## src/sv/crc8fr_pkg.sv

```systemverilog
package crc8fr_pkg;

  localparam int BodyLen   = 23;
  localparam int StoreLen  = BodyLen - 1;
  localparam int StoreBits = StoreLen * 8;

  localparam logic [4:0] LAST_COUNT = 5'(BodyLen);
  localparam logic [7:0] CRC_POLY   = 8'h07;

  localparam logic [7:0] DEVICE_ID_RST = 8'd2;
  localparam logic [7:0] SOF_BYTE_RST  = 8'hAA;

  typedef enum logic [0:0] {
    CFG_DEVICE_ID = 1'b0,
    CFG_SOF_BYTE  = 1'b1
  } cfg_idx_t;

  typedef enum logic [1:0] {
    ST_ACCEPTED = 2'd0,
    ST_CRC_BAD  = 2'd1,
    ST_OTHER_ID = 2'd2,
    ST_CONTENT  = 2'd3
  } status_t;

  // Collected frame, handed over with the CRC byte.
  typedef struct packed {
    logic                 done;
    logic [StoreBits-1:0] body;
    logic [7:0]           rx_crc;
    logic [7:0]           calc_crc;
  } frame_t;

  typedef struct packed {
    logic [7:0]  computed_crc;
    logic [7:0]  received_crc;
    logic [31:0] level_bits;
    logic [31:0] fader_bits;
    logic [31:0] peak_bits;
    logic [7:0]  flag_bits;
    logic [63:0] track_name;
    logic [7:0]  frame_id;
  } result_t;

  // One CRC-8 byte step, MSB first.
  function automatic logic [7:0] crc8_step(input logic [7:0] crc, input logic [7:0] b);
    logic [7:0] c;
    c = crc ^ b;
    for (int k = 0; k < 8; k++) begin
      c = c[7] ? ((c << 1) ^ CRC_POLY) : (c << 1);
    end
    return c;
  endfunction

endpackage

```

## src/sv/crc8_frame_receiver.sv

```systemverilog
// The result request is presented in the cycle after the CRC byte is accepted.
// Throughput: one byte per cycle; the running CRC takes one unrolled byte step per cycle.
// The input stalls only when the CRC byte of a frame arrives while the previous
// result is still held in the output register; other bytes keep flowing.
// Reset: rst_n is synchronous, active low; it drops any partial frame and the
// pending result and restores device_id 2 and the start-of-frame byte 0xAA.
module crc8_frame_receiver
  import crc8fr_pkg::*;
(
  input  logic         clk,
  input  logic         rst_n,
  // Byte stream from the bus receiver.
  input  logic         in_tvalid,
  output logic         in_tready,
  input  logic [7:0]   in_tdata,     // [7:0] rx_byte
  // Checked frames.
  output logic         out_tvalid,
  input  logic         out_tready,
  // [7:0] frame_id, [71:8] track_name, [79:72] flag_bits, [111:80] peak_bits,
  // [143:112] fader_bits, [175:144] level_bits, [183:176] received_crc,
  // [191:184] computed_crc
  output logic [191:0] out_tdata,
  output logic [1:0]   out_tuser,    // [1:0] status
  // Register writes.
  input  logic         cfg_we,
  input  logic [0:0]   cfg_addr,
  input  logic [7:0]   cfg_wdata
);

  logic [7:0] device_id_r, device_id_nxt;
  logic [7:0] sof_byte_r, sof_byte_nxt;
  logic       byte_acc;
  logic       last_pending;
  frame_t     frame;
  status_t    res_status;
  result_t    res;

  // Register file: a write lands on the edge that carries it.
  always_comb begin
    device_id_nxt = device_id_r;
    sof_byte_nxt  = sof_byte_r;
    if (cfg_we) begin
      unique case (cfg_idx_t'(cfg_addr))
        CFG_DEVICE_ID: device_id_nxt = cfg_wdata;
        CFG_SOF_BYTE:  sof_byte_nxt  = cfg_wdata;
        default:       ;
      endcase
    end
  end

  always_ff @(posedge clk) begin
    if (!rst_n) begin
      device_id_r <= DEVICE_ID_RST;
      sof_byte_r  <= SOF_BYTE_RST;
    end else begin
      device_id_r <= device_id_nxt;
      sof_byte_r  <= sof_byte_nxt;
    end
  end

  // Hold the CRC byte only if the output register cannot make room for it.
  assign in_tready = !(last_pending && out_tvalid && !out_tready);
  assign byte_acc  = in_tvalid && in_tready;

  crc8fr_collect u_collect (
    .clk          (clk),
    .rst_n        (rst_n),
    .byte_acc     (byte_acc),
    .rx_byte      (in_tdata),
    .sof_byte     (sof_byte_r),
    .last_pending (last_pending),
    .frame        (frame)
  );

  crc8fr_check u_check (
    .clk        (clk),
    .rst_n      (rst_n),
    .frame      (frame),
    .device_id  (device_id_r),
    .res_ready  (out_tready),
    .res_valid  (out_tvalid),
    .res_status (res_status),
    .res        (res)
  );

  assign out_tdata = res;
  assign out_tuser = res_status;

endmodule

```

## src/sv/crc8fr_collect.sv

```systemverilog
module crc8fr_collect
  import crc8fr_pkg::*;
(
  input  logic       clk,
  input  logic       rst_n,
  input  logic       byte_acc,
  input  logic [7:0] rx_byte,
  input  logic [7:0] sof_byte,
  output logic       last_pending,
  output frame_t     frame
);

  logic                 in_frame_r,   in_frame_nxt;
  logic [4:0]           byte_count_r, byte_count_nxt;
  logic [7:0]           crc_r,        crc_nxt;
  logic [StoreBits-1:0] body_r,       body_nxt;
  logic                 shift_en;

  assign last_pending = in_frame_r && (byte_count_r == LAST_COUNT);

  always_comb begin
    in_frame_nxt   = in_frame_r;
    byte_count_nxt = byte_count_r;
    crc_nxt        = crc_r;
    shift_en       = 1'b0;
    if (byte_acc) begin
      if (!in_frame_r) begin
        if (rx_byte == sof_byte) begin
          in_frame_nxt   = 1'b1;
          byte_count_nxt = 5'd1;
          crc_nxt        = crc8_step(8'd0, rx_byte);
          shift_en       = 1'b1;
        end
      end else if (byte_count_r != LAST_COUNT) begin
        byte_count_nxt = byte_count_r + 5'd1;
        crc_nxt        = crc8_step(crc_r, rx_byte);
        shift_en       = 1'b1;
      end else begin
        in_frame_nxt   = 1'b0;
        byte_count_nxt = 5'd0;
        crc_nxt        = 8'd0;
      end
    end
  end

  // The start byte falls off the end; byte 1 lands in the low byte.
  assign body_nxt = {rx_byte, body_r[StoreBits-1:8]};

  always_ff @(posedge clk) begin
    if (!rst_n) begin
      in_frame_r   <= 1'b0;
      byte_count_r <= 5'd0;
      crc_r        <= 8'd0;
    end else begin
      in_frame_r   <= in_frame_nxt;
      byte_count_r <= byte_count_nxt;
      crc_r        <= crc_nxt;
    end
  end

  always_ff @(posedge clk) begin
    if (shift_en) begin
      body_r <= body_nxt;
    end
  end

  assign frame.done     = byte_acc && last_pending;
  assign frame.body     = body_r;
  assign frame.rx_crc   = rx_byte;
  assign frame.calc_crc = crc_r;

`ifndef SYNTHESIS
  a_count_range: assert property (@(posedge clk) disable iff (!rst_n)
    byte_count_r <= LAST_COUNT)
    else $error("byte count beyond frame length");

  a_idle_count: assert property (@(posedge clk) disable iff (!rst_n)
    !in_frame_r |-> (byte_count_r == 5'd0))
    else $error("byte count nonzero while idle");

  a_done_ends: assert property (@(posedge clk) disable iff (!rst_n)
    frame.done |=> (!in_frame_r && crc_r == 8'd0))
    else $error("frame not closed after CRC byte");
`endif

endmodule

```

## src/sv/crc8fr_check.sv

```systemverilog
module crc8fr_check
  import crc8fr_pkg::*;
(
  input  logic       clk,
  input  logic       rst_n,
  input  frame_t     frame,
  input  logic [7:0] device_id,
  input  logic       res_ready,
  output logic       res_valid,
  output status_t    res_status,
  output result_t    res
);

  logic    valid_r, valid_nxt;
  status_t status_r, status_nxt;
  result_t res_r, res_nxt;
  logic    floats_ok, names_ok;

  function automatic logic float_ok(input logic [31:0] bits);
    logic [31:0] mag;
    mag = {1'b0, bits[30:0]};
    if (mag > 32'h7F80_0000) begin
      return 1'b1;
    end else if (bits[31]) begin
      return mag == 32'd0;
    end
    return bits <= 32'h3F80_0000;
  endfunction

  always_comb begin
    res_nxt.frame_id     = frame.body[7:0];
    res_nxt.track_name   = frame.body[71:8];
    res_nxt.flag_bits    = frame.body[79:72];
    res_nxt.peak_bits    = frame.body[111:80];
    res_nxt.fader_bits   = frame.body[143:112];
    res_nxt.level_bits   = frame.body[175:144];
    res_nxt.received_crc = frame.rx_crc;
    res_nxt.computed_crc = frame.calc_crc;
  end

  always_comb begin
    names_ok = 1'b1;
    for (int i = 0; i < 8; i++) begin
      if (res_nxt.track_name[i*8 +: 8] != 8'd0 &&
          (res_nxt.track_name[i*8 +: 8] < 8'd32 || res_nxt.track_name[i*8 +: 8] > 8'd126)) begin
        names_ok = 1'b0;
      end
    end
    floats_ok = float_ok(res_nxt.peak_bits) && float_ok(res_nxt.fader_bits) &&
                float_ok(res_nxt.level_bits);
    if (frame.rx_crc != frame.calc_crc) begin
      status_nxt = ST_CRC_BAD;
    end else if (res_nxt.frame_id != device_id) begin
      status_nxt = ST_OTHER_ID;
    end else if (floats_ok && names_ok) begin
      status_nxt = ST_ACCEPTED;
    end else begin
      status_nxt = ST_CONTENT;
    end
  end

  always_comb begin
    valid_nxt = valid_r;
    if (valid_r && res_ready) begin
      valid_nxt = 1'b0;
    end
    if (frame.done) begin
      valid_nxt = 1'b1;
    end
  end

  always_ff @(posedge clk) begin
    if (!rst_n) begin
      valid_r <= 1'b0;
    end else begin
      valid_r <= valid_nxt;
    end
  end

  always_ff @(posedge clk) begin
    if (frame.done) begin
      status_r <= status_nxt;
      res_r    <= res_nxt;
    end
  end

  assign res_valid  = valid_r;
  assign res_status = status_r;
  assign res        = res_r;

`ifndef SYNTHESIS
  a_no_overwrite: assert property (@(posedge clk) disable iff (!rst_n)
    frame.done |-> (!valid_r || res_ready))
    else $error("result overwritten before it was taken");

  a_load: assert property (@(posedge clk) disable iff (!rst_n)
    frame.done |=> valid_r)
    else $error("completed frame gave no result");
`endif

endmodule
```

## config.mk

```make
export PLATFORM = sky130hd
export DESIGN_NAME = crc8_frame_receiver
export DESIGN_NICKNAME = d
export VERILOG_FILES = /design/src/sv/crc8fr_pkg.sv /design/src/sv/crc8_frame_receiver.sv /design/src/sv/crc8fr_collect.sv /design/src/sv/crc8fr_check.sv
export SDC_FILE = /design/constraint.sdc
export NUM_CORES = 1
export LEC_CHECK = 0
export ABC_CLOCK_PERIOD_IN_PS = 14200
export BUFFER_PORTS_ARGS = -buffer_cell sky130_fd_sc_hd__buf_2
export CORE_ASPECT_RATIO = 0.8
export CORE_MARGIN = 3
export CORE_UTILIZATION = 49
export DETAILED_ROUTE_END_ITERATION = 12
export GPL_TIMING_DRIVEN = 0
export PLACE_DENSITY = 0.78
export SETUP_SLACK_MARGIN = 0.3
export SLEW_MARGIN = 20
export SYNTH_ARGS = -nofsm -noshare
export SYNTH_HDL_FRONTEND = slang
export SYNTH_SLANG_ARGS = --single-unit
```

## constraint.sdc

```tcl
create_clock -name clk -period 14.2 [get_ports clk]
set_clock_uncertainty 0.05 [all_clocks]
set_input_delay 0.71 -clock clk [delete_from_list [all_inputs] [get_ports clk]]
set_output_delay 0.71 -clock clk [all_outputs]
set_load 0.01 [all_outputs]
```

==> out/results.ini <==
[setup_path]
crit_chain = buf_2 > clkbuf_1 > xnor2_1 > nand4_1 > o21ai_1 > nand3_1 > a21oi_4 > buf_16 > buf_16 > buf_16 > buf_16
path_buf_inv = 6
cp_slowest_stage_delay_ns = 0.44
path_delay_family = buffers and inverters
critPathCaptureType = flip-flop
arrival_ns = 3.26
cp-start-kind = input pin
critical_path_class = input pin to flip-flop
cp_slowest_cell = a21oi_4
crit_fanout = 23
crit_top_cell = buf_16
required_ns = 14.37

[pwr]
ir_worst_vdd_uv = 105
p_sw_frac = 0.188
leakagePower_uw = 0.00582
seqPwrFrac = 0.576
internal_power_uw = 1800
powerDensity_mw_per_mm2 = 132
p_switching_uw = 417
clkPwrFrac = 0.408
comb_power_share = 0.016

[min_path]
min_path_type = input pin to flip-flop

[place]
gp_congestion = 0.869
placedCellCount = 1306
pre_cts_ws_ns = 10.58
portBuffers = 217
dpl-instance-area_mm2 = 0.0158
dp.final_hpwl_mm = 19.6

[grt]
grt_max_degree = 34
grt_pass1_vias = 7249
grt_usage = 0.184
overflow = 0
antenna_found_initial = 0
grt_pass1_wl_mm = 42.2

[cts]
numClockSinks = 401
cts_root_buf = clkbuf_16
ctsResizeCount = 0
holdBufCountCts = 0
post_cts_buffers = 0
cts_max_level = 2
clkTransAtPathRegs_ns = 0.06
clockBufferDepth = 3
cts_made_buffers = 37
cts_tree = yes
clkLatencyLatePin_ns = 0.52

[drt]
wl_per_cell_um = 20.1
antenna_left = 0
vias_per_cell = 5.32
routed_wl_mm = 27.5
vias = 7286
first_pass_iters = 4
drc_errors = 0
dr.first_iter.drc_count = 438

[synthesis]
synth_area_mm2 = 0.0137
synth_cells = 707
syn-num-nets = 733
synth_edf_count = 370
syn_area_per_cell_um2 = 19.4
dominantRegCellSynth = edfxtp_1
netlist.area_leader.share = 0.810
ys_types = 48
synth-async-reset-ratio = 0
yosysTopAreaCell = edfxtp_1
synth_area_leaders = edfxtp_1 81%, dfxtp_1 4.5%, xnor2_1 2.6%
ys_seq_area_frac = 0.855
ys_ff_latch = 401
ys_warn_count = 0

[die]
core_mm2 = 0.0274
die_w_um = 193
core.rowCount = 54
num_io_pins = 218
die_h_um = 156
initial_core_util = 0.500
die_area_mm2 = 0.0301

[sta]
fin_crit_sh = 0.218
tightest_slew_ns = 0.587
slew_headroom = 0.609
setup_tns_ns = 0
layout_setup_ws_ns = 11.11
timing.fmax_ghz = 0.323
fin_crit_ns = 3.09
timing.hold.ws_ns = 0.362
final-hold-violation-count = 0
setup_viol = 0
slew_violations = 0
rsz0062_at_grt = no

[final_layout]
fin_cells = 1369
final_common_cell = edfxtp_1
syn2layout_area_growth_pct = 22.8
fill_cells = 1974
fin_area_mm2 = 0.0169
layout_common_cells = 370 x edfxtp_1, 219 x buf_2, 50 x nand2_1
antenna_cells = 0
num-nets-final = 1007
drive_above_1_share = 0.298

[run_status]
status = finished, final reports clean

[job]
drv_cap = 0

## synthesized netlist by cell type (all sizes together) (3+ instances only)
library cell / instances
xor2: 8
o211a: 8
a21oi: 5
o21ai: 14
a211oi: 4
nor3b: 3
xnor2: 41
nand2: 50
clkbuf: 10
nor3: 9
a22oi: 3
nand4: 20
a21boi: 16
nor4: 33
nor2: 15
ha: 4
o22ai: 3
o21bai: 6
edfxtp: 370
nand2b: 3
nand3: 15
o221ai: 4
or2: 6
dfxtp: 31
buf: 4
## metrics by stage
step | total power, uW | utilization
after global placement | 1340 | 0.556
final | 2220 | 0.614
after floorplan | 1330 | -
after detailed placement | 1340 | 0.574
after CTS | 2250 | 0.614
after global routing | 2300 | 0.614
## cell type report
type | count | area, um^2 | area share
plain buffers | 14 | 75.1 | 0.00445
clock buffers | 50 | 996 | 0.0591
clock inverters | 13 | 105 | 0.00624
inverters | 2 | 7.51 | 0.000445
multi-input cells | 290 | 1930 | 0.114
flip-flops and latches | 401 | 11700 | 0.696
well taps | 364 | 455 | 0.0270
repair buffers | 235 | 1560 | 0.0925
## final timing paths
path	from	endpoint	slack [ns]	cells after the start
hold / removal	in_tdata[2]	u_check.res[178]	0.36	1
hold reg to reg	u_collect.body_r[77]	u_collect.body_r[69]	0.39	0
setup reg to reg	u_collect.byte_count_r[0]	u_collect.body_r[92]	11.34	9
setup / recovery	in_tdata[1]	u_collect.body_r[92]	11.11	11
## sequential cells by signal, summed over array words and instances, names as in the netlist
signal and count:
u_collect.byte_count_r 5, sof_byte_r 8, u_check.res_status 2, u_check.res_valid 1, u_collect.body_r 176, u_collect.in_frame_r 1, u_check.res 192, device_id_r 8
u_collect.crc_r 8
## kinds of logic after synthesis
kind of cell | after synthesis | share of synthesized area
flops | 401 | 0.855
simple gates | 167 | 0.0669
compound gates | 70 | 0.0372
xor+xnor | 49 | 0.0313
buf+inv | 16 | 0.00602
fa+ha+maj | 4 | 0.00365
## routing by layer
layer,vias to the layer above,routed length [um],GRT usage,share of wire
met5,-,0,0,0
met4,0,525,0.0496,0.019
met3,42,2720,0.0593,0.099
met2,327,12800,0.283,0.46
met1,3582,11500,0.257,0.42
li1,3335,-,-,-
## power by group through the flow
stage               logic (uW)  registers [uW]  clock network, uW
floorplan                 22.8            1300                  0
global placement          32.8            1310                  0
detailed placement        34.4            1300                  0
CTS                       34.6            1280                932
global route              38.0            1280                987
finish                    34.7            1280                906
No activity file was read; power rests on OpenSTA's default activity.
